File: src/rtl/core/dmpc_pkg.sv
// ----------------------------------------------------------------------------
// dmpc_pkg - shared types and constants of the damper motor position control
// mode codes, special target and position values, divider result bundle
// ----------------------------------------------------------------------------
`default_nettype none

package dmpc_pkg;

    localparam logic [2:0] MODE_IDLE    = 3'd0;
    localparam logic [2:0] MODE_OPENING = 3'd1;
    localparam logic [2:0] MODE_CLOSING = 3'd2;
    localparam logic [2:0] MODE_OPEN    = 3'd3;
    localparam logic [2:0] MODE_CLOSED  = 3'd4;

    localparam logic [7:0] POS_UNKNOWN      = 8'd255;
    localparam logic [7:0] TARGET_STOP      = 8'd255;
    localparam logic [7:0] TARGET_REFERENCE = 8'd101;
    localparam logic [7:0] FULL_PERCENT     = 8'd100;

    // dividend is run time times one hundred
    localparam int unsigned TIME_W  = 32;
    localparam int unsigned DVD_W   = 39;
    localparam int unsigned QUOT_W  = 7;

    typedef struct packed {
        logic              done;
        logic              sat;
        logic [QUOT_W-1:0] quot;
    } dmpc_div_res_t;

endpackage : dmpc_pkg

`default_nettype wire

File: src/rtl/core/dmpc_div.sv
// ----------------------------------------------------------------------------
// dmpc_div - bit-serial restoring divider for the run-time estimate
// one quotient bit per cycle, quotient saturation flagged above 100
// ----------------------------------------------------------------------------
`default_nettype none

module dmpc_div
    import dmpc_pkg::*;
(
    input  wire logic              clk,
    input  wire logic              rst_n,
    input  wire logic              start,
    input  wire logic [DVD_W-1:0]  dividend,
    input  wire logic [TIME_W-1:0] divisor,
    output dmpc_div_res_t          res
);

    localparam int unsigned CNT_W = $clog2(DVD_W);

    logic              busy_reg, busy_next;
    logic [CNT_W-1:0]  cnt_reg, cnt_next;
    logic [DVD_W-1:0]  dvd_reg, dvd_next;
    logic [TIME_W-1:0] dvs_reg, dvs_next;
    logic [TIME_W-1:0] rem_reg, rem_next;
    logic [QUOT_W-1:0] quot_reg, quot_next;
    logic              ovf_reg, ovf_next;
    logic              done_reg, done_next;

    logic [TIME_W:0]   rem_sh;
    logic              fits;

    // shift in next dividend bit, trial subtract
    assign rem_sh = {rem_reg, dvd_reg[DVD_W-1]};
    assign fits   = rem_sh >= {1'b0, dvs_reg};

    always_comb
    begin
        busy_next = busy_reg;
        cnt_next  = cnt_reg;
        dvd_next  = dvd_reg;
        dvs_next  = dvs_reg;
        rem_next  = rem_reg;
        quot_next = quot_reg;
        ovf_next  = ovf_reg;
        done_next = 1'b0;
        if (start)
        begin
            busy_next = 1'b1;
            cnt_next  = CNT_W'(DVD_W - 1);
            dvd_next  = dividend;
            dvs_next  = divisor;
            rem_next  = '0;
            quot_next = '0;
            ovf_next  = 1'b0;
        end
        else if (busy_reg)
        begin
            dvd_next  = {dvd_reg[DVD_W-2:0], 1'b0};
            rem_next  = fits ? TIME_W'(rem_sh - {1'b0, dvs_reg}) : rem_sh[TIME_W-1:0];
            quot_next = {quot_reg[QUOT_W-2:0], fits};
            // any quotient bit above the low ones means more than 100
            ovf_next  = ovf_reg | quot_reg[QUOT_W-1];
            cnt_next  = cnt_reg - CNT_W'(1);
            if (cnt_reg == '0)
            begin
                busy_next = 1'b0;
                done_next = 1'b1;
            end
        end
    end

    always_ff @(posedge clk or negedge rst_n)
    begin
        if (!rst_n)
        begin
            busy_reg <= 1'b0;
            done_reg <= 1'b0;
        end
        else
        begin
            busy_reg <= busy_next;
            done_reg <= done_next;
        end
    end

    always_ff @(posedge clk)
    begin
        cnt_reg  <= cnt_next;
        dvd_reg  <= dvd_next;
        dvs_reg  <= dvs_next;
        rem_reg  <= rem_next;
        quot_reg <= quot_next;
        ovf_reg  <= ovf_next;
    end

    // a zero divisor yields all ones quotient, so it saturates by itself
    assign res.done = done_reg;
    assign res.sat  = ovf_reg || (quot_reg > QUOT_W'(FULL_PERCENT));
    assign res.quot = quot_reg;

endmodule : dmpc_div

`default_nettype wire

File: src/rtl/core/damper_motor_position_control.sv
// ----------------------------------------------------------------------------
// damper_motor_position_control - damper motor drive sequencer with estimate
// five-mode motor control, end switches, start delay, run-time position
// ----------------------------------------------------------------------------
// throughput: a new tick is taken only once the previous beat has been handed off,
//             and a tick that needs an estimate first waits for the 39-step serial
//             divider
// reset: asynchronous, active low; control and configuration registers return to
//        their default values, mode idle, position unknown, target stop, drives off
// ----------------------------------------------------------------------------
`default_nettype none

module damper_motor_position_control
    import dmpc_pkg::*;
(
    input  wire logic        clk,
    input  wire logic        rst_n,
    // apb configuration port
    input  wire logic        psel,
    input  wire logic        penable,
    input  wire logic        pwrite,
    input  wire logic [4:0]  paddr,
    input  wire logic [31:0] pwdata,
    output      logic [31:0] prdata,
    output      logic        pready,
    // tick input
    input  wire logic        s_axis_tvalid,
    output      logic        s_axis_tready,
    // now_ms[31:0], open_switch_level[32], closed_switch_level[33],
    // command_valid[34], command_target[42:35], zero[47:43]
    input  wire logic [47:0] s_axis_tdata,
    // result output
    output      logic        m_axis_tvalid,
    input  wire logic        m_axis_tready,
    // drive_open_pin[0], drive_close_pin[1], mode[4:2],
    // position_percent[12:5], zero[15:13]
    output      logic [15:0] m_axis_tdata
);

    // register indexes
    localparam logic [2:0] REG_START_DELAY = 3'd0;
    localparam logic [2:0] REG_OPEN_TIME   = 3'd1;
    localparam logic [2:0] REG_CLOSE_TIME  = 3'd2;
    localparam logic [2:0] REG_DRIVE_LOW   = 3'd3;
    localparam logic [2:0] REG_SWITCH_LOW  = 3'd4;
    localparam logic [2:0] REG_SIM_MODE    = 3'd5;

    // sequencer states
    localparam logic [1:0] ST_IDLE = 2'd0;
    localparam logic [1:0] ST_DIV  = 2'd1;
    localparam logic [1:0] ST_OUT  = 2'd2;

    // ------------------------------------------------------------------
    // configuration registers
    // ------------------------------------------------------------------
    logic [15:0]       start_delay_reg;
    logic [TIME_W-1:0] open_time_reg;
    logic [TIME_W-1:0] close_time_reg;
    logic              drive_low_reg;
    logic              switch_low_reg;
    logic              sim_mode_reg;

    logic       cfg_wr;
    logic [2:0] cfg_idx;

    assign pready  = 1'b1;
    assign cfg_wr  = psel && penable && pwrite;
    assign cfg_idx = paddr[4:2];

    always_ff @(posedge clk or negedge rst_n)
    begin
        if (!rst_n)
        begin
            start_delay_reg <= 16'd500;
            open_time_reg   <= 32'd60000;
            close_time_reg  <= 32'd60000;
            drive_low_reg   <= 1'b0;
            switch_low_reg  <= 1'b0;
            sim_mode_reg    <= 1'b0;
        end
        else if (cfg_wr)
        begin
            case (cfg_idx)
                REG_START_DELAY: start_delay_reg <= pwdata[15:0];
                REG_OPEN_TIME:   open_time_reg   <= pwdata;
                REG_CLOSE_TIME:  close_time_reg  <= pwdata;
                REG_DRIVE_LOW:   drive_low_reg   <= pwdata[0];
                REG_SWITCH_LOW:  switch_low_reg  <= pwdata[0];
                REG_SIM_MODE:    sim_mode_reg    <= pwdata[0];
                default: ;
            endcase
        end
    end

    always_comb
    begin
        case (cfg_idx)
            REG_START_DELAY: prdata = {16'd0, start_delay_reg};
            REG_OPEN_TIME:   prdata = open_time_reg;
            REG_CLOSE_TIME:  prdata = close_time_reg;
            REG_DRIVE_LOW:   prdata = {31'd0, drive_low_reg};
            REG_SWITCH_LOW:  prdata = {31'd0, switch_low_reg};
            REG_SIM_MODE:    prdata = {31'd0, sim_mode_reg};
            default:         prdata = '0;
        endcase
    end

    // ------------------------------------------------------------------
    // control state
    // ------------------------------------------------------------------
    logic [1:0]        state_reg, state_next;
    logic [2:0]        mode_reg, mode_next;
    logic              first_tick_reg;
    logic [TIME_W-1:0] entry_time_reg, entry_time_next;
    logic [TIME_W-1:0] run_start_reg, run_start_next;
    logic              run_started_reg, run_started_next;
    logic [7:0]        target_reg, target_next;
    logic [7:0]        position_reg, position_next;
    logic              drv_open_reg, drv_open_next;
    logic              drv_close_reg, drv_close_next;
    logic              div_opening_reg;
    logic              out_valid_reg;
    logic [15:0]       out_data_reg;

    logic              in_beat;
    logic              out_free;

    // tick fields
    logic [TIME_W-1:0] now;
    logic              at_open;
    logic              at_closed;
    logic              tgt_live;
    logic              delay_ok;
    logic              opening;
    logic [7:0]        pos_sim;
    logic              need_div;
    logic [TIME_W-1:0] elapsed;
    logic [DVD_W-1:0]  dividend;
    logic [TIME_W-1:0] divisor;
    dmpc_div_res_t     div_res;
    logic [7:0]        est_pos;

    assign s_axis_tready = (state_reg == ST_IDLE);
    assign in_beat       = s_axis_tvalid && s_axis_tready;
    assign out_free      = !out_valid_reg || m_axis_tready;

    assign now       = s_axis_tdata[31:0];
    assign at_open   = s_axis_tdata[32] ^ switch_low_reg;
    assign at_closed = s_axis_tdata[33] ^ switch_low_reg;

    // command is applied before the tick logic
    assign target_next = s_axis_tdata[34] ? s_axis_tdata[42:35] : target_reg;
    assign tgt_live    = target_next != TARGET_STOP;

    // entry time is taken only on the first tick after reset
    assign entry_time_next = first_tick_reg ? now : entry_time_reg;
    assign delay_ok        = (now - entry_time_next) > {16'd0, start_delay_reg};
    assign opening         = (mode_reg == MODE_OPENING);

    // mode logic of one tick
    always_comb
    begin
        mode_next        = mode_reg;
        run_start_next   = run_start_reg;
        run_started_next = run_started_reg;
        drv_open_next    = drv_open_reg;
        drv_close_next   = drv_close_reg;
        case (mode_reg)
            MODE_IDLE:
            begin
                drv_open_next    = 1'b0;
                drv_close_next   = 1'b0;
                run_started_next = 1'b0;
                if (at_open)
                    mode_next = MODE_OPEN;
                else if (at_closed)
                    mode_next = MODE_CLOSED;
                else if (position_reg == POS_UNKNOWN)
                begin
                    if (target_next == TARGET_REFERENCE)
                        mode_next = MODE_OPENING;
                end
                else if (target_next > position_reg && tgt_live)
                    mode_next = MODE_OPENING;
                else if (target_next < position_reg && tgt_live)
                    mode_next = MODE_CLOSING;
            end
            MODE_OPENING, MODE_CLOSING:
            begin
                if (delay_ok)
                begin
                    drv_open_next  = opening;
                    drv_close_next = !opening;
                    if (!run_started_reg)
                    begin
                        run_start_next   = now;
                        run_started_next = 1'b1;
                    end
                end
                if (opening ? at_open : at_closed)
                begin
                    drv_open_next  = 1'b0;
                    drv_close_next = 1'b0;
                    mode_next      = opening ? MODE_OPEN : MODE_CLOSED;
                end
                else if ((opening ? (position_reg >= target_next)
                                  : (position_reg <= target_next))
                         || !tgt_live)
                begin
                    drv_open_next  = 1'b0;
                    drv_close_next = 1'b0;
                    mode_next      = MODE_IDLE;
                end
                else if ((opening ? (target_next < position_reg)
                                  : (target_next > position_reg)) && tgt_live)
                begin
                    // reversal keeps the running start time
                    drv_open_next  = 1'b0;
                    drv_close_next = 1'b0;
                    mode_next      = opening ? MODE_CLOSING : MODE_OPENING;
                end
            end
            MODE_OPEN:
            begin
                drv_open_next    = 1'b0;
                drv_close_next   = 1'b0;
                run_started_next = 1'b0;
                if (target_next < position_reg && tgt_live)
                    mode_next = MODE_CLOSING;
            end
            MODE_CLOSED:
            begin
                drv_open_next    = 1'b0;
                drv_close_next   = 1'b0;
                run_started_next = 1'b0;
                if (target_next > position_reg && tgt_live)
                    mode_next = MODE_OPENING;
            end
            default: ;
        endcase
    end

    // simulation referencing, end-switch override, estimate request
    assign pos_sim = (sim_mode_reg && position_reg == POS_UNKNOWN) ? FULL_PERCENT
                                                                  : position_reg;
    assign position_next = at_open   ? FULL_PERCENT :
                           at_closed ? 8'd0 : pos_sim;
    assign need_div = !at_open && !at_closed && pos_sim != POS_UNKNOWN
                      && run_started_next
                      && (mode_next == MODE_OPENING || mode_next == MODE_CLOSING);

    assign elapsed  = now - run_start_next;
    // exact product, 39 bits hold 100 times any 32-bit run time
    assign dividend = DVD_W'(elapsed) * DVD_W'(FULL_PERCENT);
    assign divisor  = (mode_next == MODE_OPENING) ? open_time_reg : close_time_reg;

    dmpc_div u_div (
        .clk      (clk),
        .rst_n    (rst_n),
        .start    (in_beat && need_div),
        .dividend (dividend),
        .divisor  (divisor),
        .res      (div_res)
    );

    // opening clamps at full, closing counts down and floors at zero
    always_comb
    begin
        if (div_opening_reg)
            est_pos = div_res.sat ? FULL_PERCENT : {1'b0, div_res.quot};
        else if (div_res.sat || {1'b0, div_res.quot} >= FULL_PERCENT)
            est_pos = 8'd0;
        else
            est_pos = FULL_PERCENT - {1'b0, div_res.quot};
    end

    // sequencer: take tick, optionally wait for the divider, hand off beat
    always_comb
    begin
        state_next = state_reg;
        case (state_reg)
            ST_IDLE:
                if (in_beat)
                    state_next = need_div ? ST_DIV : ST_OUT;
            ST_DIV:
                if (div_res.done)
                    state_next = ST_OUT;
            ST_OUT:
                if (out_free)
                    state_next = ST_IDLE;
            default:
                state_next = ST_IDLE;
        endcase
    end

    always_ff @(posedge clk or negedge rst_n)
    begin
        if (!rst_n)
        begin
            state_reg       <= ST_IDLE;
            mode_reg        <= MODE_IDLE;
            first_tick_reg  <= 1'b1;
            entry_time_reg  <= '0;
            run_start_reg   <= '0;
            run_started_reg <= 1'b0;
            target_reg      <= TARGET_STOP;
            position_reg    <= POS_UNKNOWN;
            drv_open_reg    <= 1'b0;
            drv_close_reg   <= 1'b0;
            div_opening_reg <= 1'b0;
            out_valid_reg   <= 1'b0;
        end
        else
        begin
            state_reg <= state_next;
            if (in_beat)
            begin
                mode_reg        <= mode_next;
                first_tick_reg  <= 1'b0;
                entry_time_reg  <= entry_time_next;
                run_start_reg   <= run_start_next;
                run_started_reg <= run_started_next;
                target_reg      <= target_next;
                position_reg    <= position_next;
                drv_open_reg    <= drv_open_next;
                drv_close_reg   <= drv_close_next;
                div_opening_reg <= (mode_next == MODE_OPENING);
            end
            else if (state_reg == ST_DIV && div_res.done)
                position_reg <= est_pos;

            if (state_reg == ST_OUT && out_free)
                out_valid_reg <= 1'b1;
            else if (m_axis_tready)
                out_valid_reg <= 1'b0;
        end
    end

    // result beat, drive polarity applied at the pins
    always_ff @(posedge clk)
    begin
        if (state_reg == ST_OUT && out_free)
            out_data_reg <= {3'd0, position_reg, mode_reg,
                             drv_close_reg ^ drive_low_reg,
                             drv_open_reg ^ drive_low_reg};
    end

    assign m_axis_tvalid = out_valid_reg;
    assign m_axis_tdata  = out_data_reg;

endmodule : damper_motor_position_control

`default_nettype wire
File: config.mk
export PLATFORM = sky130hd
export DESIGN_NAME = damper_motor_position_control
export DESIGN_NICKNAME = d
export VERILOG_FILES = /design/src/rtl/core/dmpc_pkg.sv /design/src/rtl/core/dmpc_div.sv /design/src/rtl/core/damper_motor_position_control.sv
export SDC_FILE = /design/constraint.sdc
export NUM_CORES = 1
export LEC_CHECK = 0
export BUFFER_PORTS_ARGS = -buffer_cell sky130_fd_sc_hd__buf_2
export CAP_MARGIN = 25
export CELL_PAD_IN_SITES_DETAIL_PLACEMENT = 1
export CELL_PAD_IN_SITES_GLOBAL_PLACEMENT = 1
export CORE_MARGIN = 4
export CORE_UTILIZATION = 25
export DETAILED_ROUTE_END_ITERATION = 10
export GPL_TIMING_DRIVEN = 0
export PLACE_DENSITY = 0.48
export REMOVE_ABC_BUFFERS = 1
export SYNTH_ARGS = -nofsm -noshare
export SYNTH_HDL_FRONTEND = slang
export SYNTH_SLANG_ARGS = --single-unit
File: constraint.sdc
create_clock -name clk -period 12.1 [get_ports clk]
set_input_delay 0.605 -clock clk [delete_from_list [all_inputs] [get_ports clk]]
set_output_delay 0.605 -clock clk [all_outputs]
set_load 0.005 [all_outputs]
== Yosys cells after proc, flatten, opt, wreduce, memory -nomap -nowiden ==
Cells that the tools add are included.

* Bits in registers: 304
* Input bits: 92
* Output and inout bits: 51
* Word-level logic and storage cells: 168

* Add/sub/neg operators: 5
* Multipliers: 1
* Order comparisons: 8
* Equality and inequality tests: 21
* Multiplexer cells: 59
* Bitwise logic cells: 5
* Reductions and logical operators: 42

{| class="wikitable"
|+ Operators with widths
! cell !! count
|-
| $mux W32 || 6
|-
| $pmux W32 S6 || 1
|-
| $sub A32 B32 Y32 || 3
|-
| $mux W39 || 2
|-
| $mux W8 || 8
|-
| $mul A32 B5 Y37 const B || 1
|-
| $ge A33 B32 Y1 || 1
|-
| $mux W3 || 11
|-
| $gt A32 B16 Y1 || 1
|-
| $mux W1 || 20
|-
| $ne A8 B8 Y1 const B || 2
|-
| $eq A3 B2 Y1 const B || 5
|-
| $logic_and A1 B1 Y1 || 14
|-
| $pmux W3 S4 || 1
|-
| $reduce_and A2 Y1 || 6
|-
| $mux W2 || 5
|-
| $eq A3 B1 Y1 const B || 3
|-
| $eq A3 B3 Y1 const B || 3
|-
| $eq A8 B7 Y1 const B || 1
|-
| $eq A8 B8 Y1 const B || 1
|-
| $ge A8 B8 Y1 || 1
|-
| $gt A8 B8 Y1 || 1
|-
| $le A8 B8 Y1 || 1
|-
| $lt A8 B8 Y1 || 1
|-
| 23 further kinds || 42
|}

== Logic depth before layout (Yosys ltp) ==
Gate-level depths: netlist of run 1.

* Word-level depth: 15
* Gate-level depth with buffers: 53
* Depth with buffers taken out: 51

== Cells and area by module ==
From an unflattened synthesis of run 1, not the netlist that was laid out.

* Cells, all modules: 2378
* Area, all modules: 22948.3 um^2

{| class="wikitable"
|+ Modules (own cells, without submodules)
! module !! times used !! cells an instance !! area an instance (um^2) !! sequential area each (um^2)
|-
| damper_motor_position_control || 1 || 1761 || 16439.5 || 4790.8
|-
| dmpc_div || 1 || 617 || 6508.7 || 3103.0
|}

== Least setup slack after synthesis of run 1 ==
Ideal clock, no wire load.

* Kind: register to register
* Start: reg first_tick_reg
* End: reg u_div.dvd_reg[35] (data pin)
* Setup time: 274 ps
* Arrival: 10507 ps
* Required time: 11826 ps
* Slack: 1319 ps
* Stages on the path, launching flop included: 51
* Buffers on the path: 4
* Period minus slack after synthesis: 10781 ps
* Path through: dfstp_2 clkbuf_1 clkbuf_1 mux2i_1 ha_1 a21oi_1 nand2_1 o211a_1 nor2_1 nor2_1 a21o_1 a21oi_1 xnor2_1 ha_1 a211oi_1 o21ai_0 a221oi_1 a21oi_1 [15 not listed] nor2b_1 o21ai_0 nand2b_1 xor2_1 ha_1 ha_1 inv_1 fa_1 inv_1 ha_1 a21o_1 a21oi_1 o21ai_0 nor2_1 a21oi_1 or2_2 a2111oi_0 o32ai_2

* Longest elaborated chain between the ends: 9
* Elaborated cells on any way between the ends: 13
* Those cells by class: 2 x add/sub; 1 x mul; 1 x order compare; 6 x mux; 3 x reduce/logical

{| class="wikitable"
|+ Ends and longest elaborated chain
! item !! RTL line !! source
|-
| start: declaration || damper_motor_position_control.sv:113 || <nowiki>logic first_tick_reg;</nowiki>
|-
| start signal: assignment || damper_motor_position_control.sv:302 || <nowiki>first_tick_reg <= 1'b1;</nowiki>
|-
| start signal: assignment || damper_motor_position_control.sv:319 || <nowiki>first_tick_reg <= 1'b0;</nowiki>
|-
| $mux W32 * || damper_motor_position_control.sv:156 || <nowiki>assign entry_time_next = first_tick_reg ? now : entry_time_reg;</nowiki>
|-
| $sub A32 B32 Y32 * || damper_motor_position_control.sv:157 || <nowiki>assign delay_ok = (now - entry_time_next) > {16'd0, start_delay_reg};</nowiki>
|-
| $gt A32 B16 Y1 * || damper_motor_position_control.sv:157 ||
|-
| parallel branches: the longest is 5 deep, another holds $mul A32 B5 Y37 || n/a ||
|-
| $mux W39 * || dmpc_div.sv:46 || <nowiki>if (start)</nowiki>
|-
| via u_div.dvd_next[35] || dmpc_div.sv:22 || <nowiki>logic [DVD_W-1:0] dvd_reg, dvd_next;</nowiki>
|-
| end signal: assignment || dmpc_div.sv:89 || <nowiki>dvd_reg <= dvd_next;</nowiki>
|-
| end: declaration || dmpc_div.sv:22 ||
|}

Mark *: on every way through the listed nets, which the timed path passes.
A chain may end at the register's enable or synchronous reset.

== Worst setup path after layout of run 1 ==
* Start: reg first_tick_reg
* End: reg u_div.dvd_reg[36] (data pin)

* Elaborated cells on any way between the ends: 13
* Those cells by class: 2 x add/sub; 1 x mul; 1 x order compare; 6 x mux; 3 x reduce/logical

{| class="wikitable"
|+ RTL lines
! item !! RTL line !! source
|-
| $mux W32 || damper_motor_position_control.sv:156 ||
|-
| via entry_time_next[0] || damper_motor_position_control.sv:114 || <nowiki>logic [TIME_W-1:0] entry_time_reg, entry_time_next;</nowiki>
|-
| $sub A32 B32 Y32 || damper_motor_position_control.sv:157 ||
|-
| $gt A32 B16 Y1 || damper_motor_position_control.sv:157 ||
|-
| $mux W32 || damper_motor_position_control.sv:190 || <nowiki>if (delay_ok)</nowiki>
|-
| $mux W32 || damper_motor_position_control.sv:168 || <nowiki>case (mode_reg)</nowiki>
|-
| via run_start_next[0] || damper_motor_position_control.sv:115 || <nowiki>logic [TIME_W-1:0] run_start_reg, run_start_next;</nowiki>
|-
| $sub A32 B32 Y32 || damper_motor_position_control.sv:252 || <nowiki>assign elapsed = now - run_start_next;</nowiki>
|-
| $mul A32 B5 Y37 || damper_motor_position_control.sv:254 || <nowiki>assign dividend = DVD_W'(elapsed) * DVD_W'(FULL_PERCENT);</nowiki>
|-
| $mux W39 || dmpc_div.sv:46 ||
|-
| via u_div.dvd_next[36] || dmpc_div.sv:22 ||
|}

The timed path passes the listed nets, and every way through them passes these cells.

==> results of run 1 <==
## through the flow
stage	instances	setup WS (ns)	instance area [sq um]	utilization	hold slack, ns
3_5_place_dp	3643	-2.17	25100	0.277	0.465
6_report	3751	0.555	27100	0.299	0.0186
5_1_grt	3747	-0.00490	27100	0.299	0.0838
3_3_place_gp	3622	-4.01	24700	0.272	0.457
2_1_floorplan	2315	0.164	22500	-	0.309
4_1_cts	3731	0.0444	26700	0.295	0.0531
## how the worst max path moves through the flow
| stage | endpoint | slack (ns) |
|---|---|---|
| 3_5_place_dp | u_div.dvd_reg[38]$_DFFE_PP_ | -2.17 |
| 2_1_floorplan | u_div.dvd_reg[35]$_DFFE_PP_ | 0.16 |
| 3_3_place_gp | u_div.dvd_reg[35]$_DFFE_PP_ | -4.01 |
| 6_report | u_div.dvd_reg[36]$_DFFE_PP_ | 0.55 |
| 4_1_cts | u_div.dvd_reg[36]$_DFFE_PP_ | 0.04 |
| 5_1_grt | u_div.dvd_reg[38]$_DFFE_PP_ | -0.005 |
## cell usage after synthesis (7+ instances only)
library cell and number:
ha_1 223, inv_1 219, nand2_1 180, nor2_1 172, a21oi_1 147, dfrtp_1 139
mux2_2 129, o21ai_0 117, mux2i_1 101, edfxtp_1 82, xnor2_1 79, clkbuf_1 60
mux2_1 58, a21o_1 54, nand3_1 47, dfxtp_1 46, xor2_1 41, dfstp_2 37
nand2b_1 33, nor3_1 31, fa_1 30, nor2b_1 26, o211ai_1 25, a31oi_1 23
nand4_1 23, a211oi_1 19, and3_1 19, o21a_1 19, a22o_1 16, and2_1 16
a211oi_2 12, buf_1 12, buf_4 10, nor4_1 10, nor3b_1 8, o21bai_1 8
a21oi_2 7, buf_2 7, buf_6 7, nand3b_1 7, o31a_1 7, or3_1 7
## cell families after synthesis
logic type / count (synthesis) / synth area share
simple gates: 605 / 0.125
compound gates: 521 / 0.149
buf+inv: 316 / 0.0559
flops: 304 / 0.341
mux: 288 / 0.136
fa+ha+maj: 253 / 0.148
xor+xnor: 120 / 0.0457
other cells: 2 / 0.000327
## per-layer routing
metal,vias up,GRT usage,share of wire
met2,158,0.248,0.48
met1,8965,0.180,0.47
met3,78,0.0214,0.029
met5,-,0,0.00015
li1,8802,-,-
met4,2,0.0289,0.020
## cells in the final DEF (no fill, tap or decap), types with 17 or more instances in the layout
master	netlist	final
edfxtp_1	82	82
buf_2	7	130
clkbuf_16	0	42
nand4_1	23	23
nand2b_1	33	31
mux2i_1	101	98
dfstp_2	37	37
nand2_1	180	178
a21oi_2	7	17
dfrtp_1	139	138
buf_4	10	27
nor2_1	172	168
a21oi_1	147	132
fa_1	30	29
xnor2_1	79	73
inv_1	219	219
a21o_1	54	54
nor3_1	31	30
a31oi_1	23	20
ha_1	223	219
nor2b_1	26	25
dfxtp_1	46	46
mux2_2	129	129
mux2_1	58	58
nand3_1	47	46
o21ai_0	117	110
o21a_1	19	19
and3_1	19	18
xor2_1	41	37
o211ai_1	25	25
## cell type report
cell class / instances / area share
sequential: 304 / 0.289
clock inverter: 22 / 0.00832
inverter: 220 / 0.0305
timing repair buffer: 179 / 0.0474
clock buffer: 54 / 0.0420
multi-input combinational: 1791 / 0.528
tap: 1176 / 0.0543
antenna: 5 / 0.000462
## critical path, delay by kind of cell, from the launching register on
| kind | cells | cell delay (ns) |
|---|---|---|
| muxes | 3 | 0.91 |
| AOI/OAI and AO/OA | 21 | 3.80 |
| xor gates and xnor gates | 2 | 0.43 |
| DFF | 1 | 0.56 |
| buffers and inverters | 6 | 0.57 |
| and+or+nand+nor | 9 | 2.11 |
| adders and majority gates | 9 | 2.88 |
## timing repair
action,CTS,global route
hold buffers,0,0
setup buffers,11,15
pin swaps,6,17
cloned,1,0
gates resized for setup,23,53
endpoints found under the setup margin,24,13
==> impl_metrics.prom, run 1 <==
# TYPE chip_impl_metric gauge
chip_impl_info{name="status",value="finished clean"} 1
chip_impl_metric{name="pin_count",unit=""} 143
chip_impl_metric{name="clock_latency",unit="ns"} 0.58
chip_impl_metric{name="postRouteAntennaNets",unit=""} 0
chip_impl_metric{name="synth_cell_types",unit=""} 88
chip_impl_metric{name="regArea",unit="sq um"} 7840
chip_impl_metric{name="critPathMaxStageDelay",unit="ns"} 0.56
chip_impl_metric{name="final.fill_count",unit=""} 10400
chip_impl_metric{name="dieHeight",unit="um"} 311
chip_impl_metric{name="yosys_warnings",unit=""} 0
chip_impl_metric{name="multi_input_area",unit="sq um"} 14300
chip_impl_metric{name="largest_register_ffs",unit=""} 37
chip_impl_info{name="crit_slowest_cell",value="dfstp_2"} 1
chip_impl_metric{name="crit_fanout",unit=""} 13
chip_impl_metric{name="dr.pass1.iters",unit=""} 4
chip_impl_metric{name="post_drt_wl_per_cell",unit="um"} 18.2
chip_impl_metric{name="number_of_enable_flip_flop_cells_after_synthesis",unit=""} 82
chip_impl_metric{name="max-slew-margin-rel",unit=""} 0.361
chip_impl_metric{name="final_period_minus_worst_setup_slack",unit="ns"} 11.55
chip_impl_metric{name="grt_first_pass_wirelength",unit="um"} 110000
chip_impl_metric{name="num_rows",unit=""} 110
chip_impl_metric{name="final-hold-violation-count",unit=""} 0
chip_impl_metric{name="initial_core_util",unit=""} 0.254
chip_impl_metric{name="maxClockFrequency",unit="MHz"} 86.6
chip_impl_metric{name="post-synth-top-area-fraction",unit=""} 0.151
chip_impl_metric{name="gp_routability_congestion",unit=""} 0.793
chip_impl_metric{name="via_per_inst",unit=""} 4.80
chip_impl_info{name="cts_tree",value="built"} 1
chip_impl_info{name="startpoint",value="first_tick_reg$_DFFE_PN1P_"} 1
chip_impl_metric{name="dr_total_vias",unit=""} 18000
chip_impl_metric{name="clock_sink_count",unit=""} 304
chip_impl_metric{name="cts-buffers-inserted",unit=""} 42
chip_impl_metric{name="first_global_vias",unit=""} 19500
chip_impl_metric{name="fin_crit_sh",unit=""} 0.954
chip_impl_metric{name="clock-skew-final",unit="ns"} 0.0268
chip_impl_metric{name="pin_slew_with_the_least_headroom_to_its_limit",unit="ns"} 0.959
chip_impl_metric{name="post_cts_clock_slew_at_the_launch_and_capture_registers_of_the_worst_setup_and_hold_paths",unit="ns"} 0.06
chip_impl_metric{name="fin_tns_setup",unit="ns"} 0
chip_impl_metric{name="post_synth_inst_count",unit=""} 2409
chip_impl_info{name="netlist_top_cells_area",value="dfrtp_1, ha_1, edfxtp_1, mux2_2, mux2i_1"} 1
chip_impl_metric{name="post_synth_instance_area",unit="sq um"} 23000
chip_impl_metric{name="die_area",unit="sq um"} 96800
chip_impl_metric{name="reg2reg_slack",unit="ns"} 0.55
chip_impl_metric{name="seq_area_frac_synth",unit=""} 0.341
chip_impl_metric{name="synth.ff_latch_count",unit=""} 304
chip_impl_metric{name="postRouteWirelength",unit="um"} 68400
chip_impl_metric{name="grt_overflow",unit=""} 0
chip_impl_info{name="hold_class",value="in -> async"} 1
chip_impl_metric{name="hpwlAfterDp",unit="um"} 52400
chip_impl_info{name="primary_flip_flop_cell_chosen_by_synthesis_mapping",value="dfrtp_1"} 1
chip_impl_info{name="worst_path_class_setup",value="reg -> reg"} 1
chip_impl_metric{name="post_route_cells_drive_above_1_share",unit=""} 0.197
chip_impl_metric{name="cp.required",unit="ns"} 12.42
chip_impl_info{name="yosys.area.top_type",value="dfrtp_1"} 1
chip_impl_info{name="worstReg2RegStart",value="first_tick_reg$_DFFE_PN1P_"} 1
chip_impl_metric{name="drv_cap",unit=""} 0
chip_impl_metric{name="setup-violations-final",unit=""} 0
chip_impl_metric{name="number_of_antenna_violations_at_the_first_check_in_global_routing",unit=""} 11
chip_impl_info{name="endpoint_kind",value="flop"} 1
chip_impl_info{name="cp-start-kind",value="flop"} 1
chip_impl_metric{name="design.final.nets",unit=""} 2883
chip_impl_info{name="crit_top_cell",value="ha_1"} 1
chip_impl_metric{name="die_x",unit="um"} 311
chip_impl_metric{name="flow.area_growth_from_synthesis",unit="%"} 17.8
chip_impl_metric{name="worst-endpoint-arrival",unit="ns"} 11.87
chip_impl_info{name="rr_endpoint",value="u_div.dvd_reg[36]$_DFFE_PP_"} 1
chip_impl_metric{name="drc_markers",unit=""} 0
chip_impl_metric{name="grt_start_max_net_pins",unit=""} 98
chip_impl_metric{name="postSynth.asyncResetShare",unit=""} 0.579
chip_impl_info{name="cts.root.buffer_cell",value="clkbuf_16"} 1
chip_impl_metric{name="cts_buffer_depth",unit=""} 3
chip_impl_metric{name="grt.total_usage",unit=""} 0.140
chip_impl_metric{name="timing.final.max_slew_violations",unit=""} 0
chip_impl_metric{name="avgSynthCellArea",unit="sq um"} 9.54
chip_impl_metric{name="design.core.area",unit="sq um"} 90600
chip_impl_metric{name="timing.reg2reg.worst_path_depth",unit=""} 50
chip_impl_metric{name="h-tree-depth",unit=""} 2
chip_impl_metric{name="port_buffers",unit=""} 131
chip_impl_metric{name="initialDrtViolationCount",unit=""} 690
Power of run 1 is not shown: default switching activity piles up to over one toggle a cycle in this logic, so the estimate is an artifact.
==> run 2: changes to the inputs <==
==> constraint.sdc (replaced) <==
create_clock -name clk -period 12.5 [get_ports clk]
set_input_delay 0.625 -clock clk [delete_from_list [all_inputs] [get_ports clk]]
set_output_delay 0.625 -clock clk [all_outputs]
set_load 0.005 [all_outputs]
==> run 2 against run 1 <==
- global-route usage fell by 0.11 points
- maximum frequency fell by 2.4%
- via count barely moved
- design area fell by 0.64%
- critical path depth did not move
- worst hold slack improved by 0.030 ns
- worst setup slack improved by 0.12 ns
- routed wire length fell by 0.54%
- utilization fell by 0.19 points
- first-iteration DRC count fell by 2.9%
- final cell count barely moved
- clock skew barely moved
- critical path type unchanged
- highest routed layer unchanged
==> impl_metrics.prom, run 2 (synthesized netlist as in run 1, its figures left out) <==
# TYPE chip_impl_metric gauge
chip_impl_metric{name="final_period_minus_worst_setup_slack",unit="ns"} 11.83
chip_impl_metric{name="post_drt_wl_per_cell",unit="um"} 18.2
chip_impl_metric{name="pin_slew_with_the_least_headroom_to_its_limit",unit="ns"} 0.959
chip_impl_metric{name="die_x",unit="um"} 311
chip_impl_info{name="endpoint_kind",value="flop"} 1
chip_impl_metric{name="cts_buffer_depth",unit=""} 3
chip_impl_metric{name="final-hold-violation-count",unit=""} 0
chip_impl_metric{name="port_buffers",unit=""} 131
chip_impl_metric{name="maxClockFrequency",unit="MHz"} 84.5
chip_impl_metric{name="first_global_vias",unit=""} 19500
chip_impl_metric{name="max-slew-margin-rel",unit=""} 0.361
chip_impl_metric{name="worst-endpoint-arrival",unit="ns"} 12.15
chip_impl_metric{name="die_area",unit="sq um"} 96800
chip_impl_metric{name="clock-skew-final",unit="ns"} 0.0266
chip_impl_metric{name="fin_tns_setup",unit="ns"} 0
chip_impl_metric{name="grt_overflow",unit=""} 0
chip_impl_metric{name="clock_latency",unit="ns"} 0.58
chip_impl_metric{name="via_per_inst",unit=""} 4.81
chip_impl_metric{name="critPathMaxStageDelay",unit="ns"} 0.57
chip_impl_metric{name="grt_start_max_net_pins",unit=""} 98
chip_impl_info{name="cts_tree",value="built"} 1
chip_impl_metric{name="reg2reg_slack",unit="ns"} 0.67
chip_impl_info{name="grt.busiest_layer",value="met2"} 1
chip_impl_metric{name="initialDrtViolationCount",unit=""} 670
chip_impl_metric{name="cts_hold_buf",unit=""} 0
chip_impl_info{name="worstReg2RegStart",value="first_tick_reg$_DFFE_PN1P_"} 1
chip_impl_metric{name="postRouteAntennaNets",unit=""} 0
chip_impl_metric{name="design.final.nets",unit=""} 2881
chip_impl_metric{name="initial_core_util",unit=""} 0.254
chip_impl_info{name="rsz0062_at_grt",value="no"} 1
chip_impl_metric{name="cp.required",unit="ns"} 12.82
chip_impl_metric{name="final.fill_count",unit=""} 10400
chip_impl_info{name="rr_endpoint",value="u_div.dvd_reg[36]$_DFFE_PP_"} 1
chip_impl_metric{name="pin_count",unit=""} 143
chip_impl_info{name="cts.root.buffer_cell",value="clkbuf_16"} 1
chip_impl_metric{name="drc_markers",unit=""} 0
chip_impl_info{name="worst_path_class_setup",value="reg -> reg"} 1
chip_impl_info{name="crit_slowest_cell",value="dfstp_2"} 1
chip_impl_metric{name="flow.area_growth_from_synthesis",unit="%"} 17.1
chip_impl_metric{name="met3_grt_util",unit=""} 0.0220
chip_impl_metric{name="post_cts_clock_slew_at_the_launch_and_capture_registers_of_the_worst_setup_and_hold_paths",unit="ns"} 0.06
chip_impl_metric{name="fin_crit_sh",unit=""} 0.946
chip_impl_metric{name="clock_sink_count",unit=""} 304
chip_impl_metric{name="hpwlAfterDp",unit="um"} 52400
chip_impl_metric{name="timing.final.max_slew_violations",unit=""} 0
chip_impl_metric{name="grt_first_pass_wirelength",unit="um"} 110000
chip_impl_metric{name="met1_grt_util",unit=""} 0.178
chip_impl_info{name="hold_class",value="in -> async"} 1
chip_impl_metric{name="postRouteWirelength",unit="um"} 68100
chip_impl_metric{name="timing.reg2reg.worst_path_depth",unit=""} 50
chip_impl_metric{name="num_rows",unit=""} 110
chip_impl_metric{name="gr-usage-met2",unit=""} 0.245
chip_impl_metric{name="number_of_antenna_violations_at_the_first_check_in_global_routing",unit=""} 11
chip_impl_metric{name="gp_routability_congestion",unit=""} 0.793
chip_impl_metric{name="largest_register_ffs",unit=""} 37
chip_impl_metric{name="drv_cap",unit=""} 0
chip_impl_metric{name="final.hold.worst_slack",unit="ns"} 0.0486
chip_impl_metric{name="grt.total_usage",unit=""} 0.139
chip_impl_info{name="crit_top_cell",value="ha_1"} 1
chip_impl_metric{name="dieHeight",unit="um"} 311
chip_impl_metric{name="crit_fanout",unit=""} 17
chip_impl_metric{name="dr_total_vias",unit=""} 18000
chip_impl_metric{name="post_route_cells_drive_above_1_share",unit=""} 0.187
chip_impl_info{name="layout_common_cells",value="ha_1, inv_1, nand2_1"} 1
chip_impl_metric{name="cts-buffers-inserted",unit=""} 42
chip_impl_info{name="layout_commonest_cell",value="ha_1"} 1
chip_impl_metric{name="final_util",unit=""} 0.297
chip_impl_metric{name="setup-violations-final",unit=""} 0
chip_impl_metric{name="dr.pass1.iters",unit=""} 4
chip_impl_metric{name="h-tree-depth",unit=""} 2
chip_impl_info{name="status",value="finished clean"} 1
chip_impl_info{name="cp-start-kind",value="flop"} 1
chip_impl_metric{name="design.core.area",unit="sq um"} 90600
-- run 2: cell types whose count changed in the layout (fill, tap and decap cells not counted), moves of 2 or more --
cell,previous run,this run
a21oi_1,132,139
a21oi_2,17,10
o21ai_1,10,4
o21ai_0,110,115
xor2_1,37,40
xor2_2,4,1
a31oi_4,2,0
buf_4,27,25
ha_1,219,221
mux2i_1,98,100
mux2i_2,3,1
xnor2_1,73,75
xnor2_2,6,4
-- run 2: cell type report --
| cell class | count | area (sq um) | area share |
|---|---|---|---|
| clock buffers | 54 | 1140 | 0.0422 |
| diodes | 4 | 10.0 | 0.000372 |
| well taps | 1176 | 1470 | 0.0547 |
| clock inverters | 22 | 225 | 0.00837 |
| multi-input cells | 1791 | 14100 | 0.525 |
| inverters | 220 | 826 | 0.0307 |
| repair buffers | 177 | 1260 | 0.0468 |
| flip-flops and latches | 304 | 7840 | 0.291 |
-- run 2: worst max-delay path: cells and delay by family (launching register included) --
family | cells | cell delay [ns]
xor gates and xnor gates | 2 | 0.44
and+or+nand+nor | 9 | 2.13
adders and majority gates | 9 | 2.91
buffers and inverters | 6 | 0.59
muxes | 3 | 0.92
DFF | 1 | 0.57
AOI/OAI and AO/OA | 21 | 3.95
-- run 2: per-layer routing --
layer	part of all wire	vias to the layer above
li1	-	8799
met1	0.47	8960
met2	0.48	162
met3	0.030	87
met4	0.022	2
met5	0.00015	-
-- run 2: timing repair --
item | CTS | global route
cloned | 0 | 1
gates resized for setup | 15 | 28
setup buffers | 2 | 22
setup endpoints to repair | 19 | 14
pin swaps | 2 | 11
-- run 2: worst max path at each step --
stage / slack (ns) / from / endpoint / cells after the start
floorplan: 0.56 / first_tick_reg$_DFFE_PN1P_ / u_div.dvd_reg[35]$_DFFE_PP_ / 49
global placement: -3.61 / first_tick_reg$_DFFE_PN1P_ / u_div.dvd_reg[35]$_DFFE_PP_ / 50
global route: 0.005 / first_tick_reg$_DFFE_PN1P_ / u_div.dvd_reg[36]$_DFFE_PP_ / 51
finish: 0.67 / first_tick_reg$_DFFE_PN1P_ / u_div.dvd_reg[36]$_DFFE_PP_ / 50
detailed placement: -1.77 / first_tick_reg$_DFFE_PN1P_ / u_div.dvd_reg[38]$_DFFE_PP_ / 49
CTS: 0.02 / first_tick_reg$_DFFE_PN1P_ / u_div.dvd_reg[36]$_DFFE_PP_ / 51
-- run 2: per-stage QoR --
stage / setup WS (ns) / instances / instance area, sq um
final: 0.671 / 3748 / 26900
after global routing: 0.00494 / 3745 / 26900
after CTS: 0.0152 / 3721 / 26600
after detailed placement: -1.77 / 3643 / 25100
after global placement: -3.61 / 3622 / 24700
after floorplan: 0.564 / 2315 / 22500
Power of run 2 is left out for the same reason.
==> run 3: changes to the inputs <==
--- a/config.mk
+++ b/config.mk
@@ -5,6 +5,7 @@
 export SDC_FILE = /design/constraint.sdc
 export NUM_CORES = 1
 export LEC_CHECK = 0
+export ABC_AREA = 1
 export BUFFER_PORTS_ARGS = -buffer_cell sky130_fd_sc_hd__buf_2
 export CAP_MARGIN = 25
 export CELL_PAD_IN_SITES_DETAIL_PLACEMENT = 1
@@ -13,7 +14,8 @@
 export CORE_UTILIZATION = 25
 export DETAILED_ROUTE_END_ITERATION = 10
 export GPL_TIMING_DRIVEN = 0
-export PLACE_DENSITY = 0.48
+export MAX_ROUTING_LAYER = met4
+export PLACE_DENSITY = 0.51
 export REMOVE_ABC_BUFFERS = 1
 export SYNTH_ARGS = -nofsm -noshare
 export SYNTH_HDL_FRONTEND = slang
==> run 3 against run 2 <==
- maximum frequency rose by 8.9%
- via count rose by 17%
- utilization is 0.70 points lower
- area after synthesis grew 4.5%
- synthesized cell count up 39%
- register-to-register slack improved by 0.97 ns
- first-iteration DRC count increased by 35%
- design area grew 2.6%
- count of clock-buffer cells in the layout up 5
- non-clock buffer count is 24 lower
- largest cell class unchanged
==> impl_metrics.prom, run 3 <==
# TYPE chip_impl_metric gauge
chip_impl_metric{name="grt_start_max_net_pins",unit=""} 99
chip_impl_metric{name="post_synth_instance_area",unit="sq um"} 24000
chip_impl_metric{name="number_of_enable_flip_flop_cells_after_synthesis",unit=""} 82
chip_impl_metric{name="synth.ff_latch_count",unit=""} 304
chip_impl_info{name="endpoint_kind",value="flop"} 1
chip_impl_metric{name="dr.pass1.iters",unit=""} 5
chip_impl_metric{name="synth_cell_types",unit=""} 58
chip_impl_metric{name="drv_cap",unit=""} 0
chip_impl_metric{name="avgSynthCellArea",unit="sq um"} 7.19
chip_impl_metric{name="clock-skew-final",unit="ns"} 0.0203
chip_impl_metric{name="post_cts_clock_slew_at_the_launch_and_capture_registers_of_the_worst_setup_and_hold_paths",unit="ns"} 0.05
chip_impl_metric{name="fin_crit_sh",unit=""} 0.869
chip_impl_metric{name="place_area",unit="sq um"} 26200
chip_impl_metric{name="post-synth-top-area-fraction",unit=""} 0.145
chip_impl_info{name="cp-start-kind",value="flop"} 1
chip_impl_metric{name="design.core.area",unit="sq um"} 95200
chip_impl_metric{name="postRouteAntennaNets",unit=""} 0
chip_impl_metric{name="fin_area",unit="sq um"} 27600
chip_impl_info{name="ys_top_cells_by_count",value="nand2_1, inv_1, o21ai_0, nor2_1, ha_1"} 1
chip_impl_metric{name="dr_total_vias",unit=""} 21100
chip_impl_metric{name="post_synth_inst_count",unit=""} 3343
chip_impl_metric{name="postRouteWirelength",unit="um"} 76000
chip_impl_info{name="worst_path_class_setup",value="reg -> reg"} 1
chip_impl_metric{name="timing.final.ws_setup",unit="ns"} 1.64
chip_impl_metric{name="seq_area_frac_synth",unit=""} 0.326
chip_impl_info{name="synthMostInstantiatedCell",value="nand2_1"} 1
chip_impl_metric{name="final-hold-violation-count",unit=""} 0
chip_impl_metric{name="grt_first_pass_wirelength",unit="um"} 123000
chip_impl_metric{name="pin_slew_with_the_least_headroom_to_its_limit",unit="ns"} 0.972
chip_impl_metric{name="timing.final.max_slew_violations",unit=""} 0
chip_impl_info{name="status",value="finished clean"} 1
chip_impl_metric{name="initial_core_util",unit=""} 0.252
chip_impl_metric{name="first_global_vias",unit=""} 22100
chip_impl_metric{name="postSynth.asyncResetShare",unit=""} 0.579
chip_impl_metric{name="met2RoutedLength",unit="um"} 33500
chip_impl_metric{name="final_period_minus_worst_setup_slack",unit="ns"} 10.86
chip_impl_metric{name="yosys_warnings",unit=""} 0
chip_impl_metric{name="gp_routability_congestion",unit=""} 0.801
chip_impl_metric{name="fin_tns_setup",unit="ns"} 0
chip_impl_metric{name="h-tree-depth",unit=""} 2
chip_impl_metric{name="met3RoutedLength",unit="um"} 2220
chip_impl_metric{name="clock_latency",unit="ns"} 0.57
chip_impl_metric{name="number_of_antenna_violations_at_the_first_check_in_global_routing",unit=""} 9
chip_impl_metric{name="setup-violations-final",unit=""} 0
chip_impl_metric{name="flow.area_growth_from_synthesis",unit="%"} 14.9
chip_impl_metric{name="postcts_setup_bufs",unit=""} 0
chip_impl_metric{name="crit_fanout",unit=""} 56
chip_impl_metric{name="initialDrtViolationCount",unit=""} 905
chip_impl_metric{name="worst-endpoint-arrival",unit="ns"} 11.29
chip_impl_metric{name="clock_sink_count",unit=""} 304
chip_impl_metric{name="cp.required",unit="ns"} 12.93
chip_impl_metric{name="via_per_inst",unit=""} 4.45
chip_impl_info{name="hold_class",value="in -> async"} 1
chip_impl_metric{name="pin_count",unit=""} 143
chip_impl_metric{name="port_buffers",unit=""} 131
chip_impl_info{name="cts_tree",value="built"} 1
chip_impl_info{name="yosys.area.top_type",value="dfrtp_1"} 1
chip_impl_metric{name="drc_markers",unit=""} 0
chip_impl_metric{name="cts-buffers-inserted",unit=""} 42
chip_impl_metric{name="hpwlAfterDp",unit="um"} 61000
chip_impl_metric{name="detailedPlace.worstSlack",unit="ns"} 1.44
chip_impl_metric{name="total_routed_wire_length_on_the_met1_layer",unit="um"} 39100
chip_impl_info{name="netlist_top_cells_area",value="dfrtp_1, nand2_1, ha_1, edfxtp_1, inv_1"} 1
chip_impl_info{name="crit_top_cell",value="nand2_1"} 1
chip_impl_info{name="rsz0062_at_grt",value="no"} 1
chip_impl_metric{name="cts_hold_buf",unit=""} 0
chip_impl_metric{name="post_route_cells_drive_above_1_share",unit=""} 0.0815
chip_impl_metric{name="largest_register_ffs",unit=""} 37
chip_impl_metric{name="cts_buffer_depth",unit=""} 3
chip_impl_info{name="primary_flip_flop_cell_chosen_by_synthesis_mapping",value="dfrtp_1"} 1
chip_impl_metric{name="dieHeight",unit="um"} 318
chip_impl_metric{name="max-slew-margin-rel",unit=""} 0.350
chip_impl_metric{name="grt_overflow",unit=""} 0
chip_impl_info{name="crit_slowest_cell",value="dfstp_2"} 1
chip_impl_metric{name="maxClockFrequency",unit="MHz"} 92.1
chip_impl_metric{name="design.final.nets",unit=""} 3786
chip_impl_metric{name="die_x",unit="um"} 318
chip_impl_info{name="maxUsedRoutingLayer",value="met4"} 1
chip_impl_metric{name="die_area",unit="sq um"} 101000
chip_impl_metric{name="final_util",unit=""} 0.290
chip_impl_metric{name="ctsResizeCount",unit=""} 0
chip_impl_metric{name="critPathMaxStageDelay",unit="ns"} 0.84
chip_impl_metric{name="post_drt_wl_per_cell",unit="um"} 16.0
chip_impl_info{name="cts.root.buffer_cell",value="clkbuf_16"} 1
chip_impl_metric{name="num_rows",unit=""} 113
chip_impl_metric{name="grt.total_usage",unit=""} 0.154
chip_impl_info{name="layout_commonest_cell",value="nand2_1"} 1
chip_impl_info{name="layout_common_cells",value="nand2_1, inv_1, o21ai_0"} 1
## run 3: cell types whose count changed after synthesis, moves of 58 or more
cell,delta
nand2_1,+714
mux2_1,-58
inv_1,+330
nor2_1,+82
o21ai_0,+191
mux2_2,-128
mux2i_1,-72
## run 3: through the flow
stage / hold slack (ns) / cells
2_1_floorplan: 0.329 / 3244
3_3_place_gp: 0.455 / 4640
3_5_place_dp: 0.454 / 4662
4_1_cts: 0.0703 / 4738
5_1_grt: 0.0992 / 4741
6_report: 0.0839 / 4743
## run 3: final cells by class
| class | count | area (sq um) |
|---|---|---|
| Multi-Input combinational cell | 2385 | 13700 |
| Tap cell | 1265 | 1580 |
| Clock inverter | 17 | 153 |
| Antenna cell | 5 | 12.5 |
| Fill cell | 11800 | 67600 |
| Inverter | 555 | 2090 |
| Clock buffer | 59 | 1180 |
| Sequential cell | 304 | 7840 |
| Timing Repair Buffer | 153 | 1070 |
## run 3: cells by family after synthesis
| family | count (synthesis) | synth area share |
|---|---|---|
| compound gates | 613 | 0.140 |
| xor+xnor | 110 | 0.0401 |
| fa+ha+maj | 253 | 0.141 |
| buf+inv | 656 | 0.107 |
| flops | 304 | 0.326 |
| mux | 30 | 0.0126 |
| other cells | 2 | 0.000313 |
| simple gates | 1375 | 0.233 |
## run 3: layer usage
metal / up-vias / track usage
met1: 9879 / 0.213
met5: - / -
met2: 182 / 0.242
li1: 11000 / -
met4: 0 / 0.0268
met3: 61 / 0.0214
## run 3: critical path, delay by kind of cell, from the launching register on
kind,cells,cell delay [ns]
buffers and inverters,5,0.62
XOR/XNOR,3,0.70
adder cells (fa/ha/maj),8,2.79
AND/OR/NAND/NOR,24,3.40
AO/OA/AOI/OAI,10,2.36
flip-flops,1,0.84
## run 3: path summary, 6_finish.rpt
check	startpoint	end	slack (ns)	cells after the start
worst max-delay path	first_tick_reg$_DFFE_PN1P_	u_div.dvd_reg[36]$_DFFE_PP_	1.64	50
worst min-delay path	rst_n	entry_time_reg[16]$_DFFE_PN0P_	0.08	1
worst max register to register	first_tick_reg$_DFFE_PN1P_	u_div.dvd_reg[36]$_DFFE_PP_	1.64	50
worst min register to register	u_div.done_reg$_DFF_PN0_	state_reg[0]$_DFFE_PN0P_	0.46	1
max in group asynchronous	rst_n	u_div.busy_reg$_DFF_PN0_	11.40	2
min in group clk	m_axis_tready	m_axis_tvalid$_DFFE_PN0P_	0.25	2
Power of run 3 is left out for the same reason.
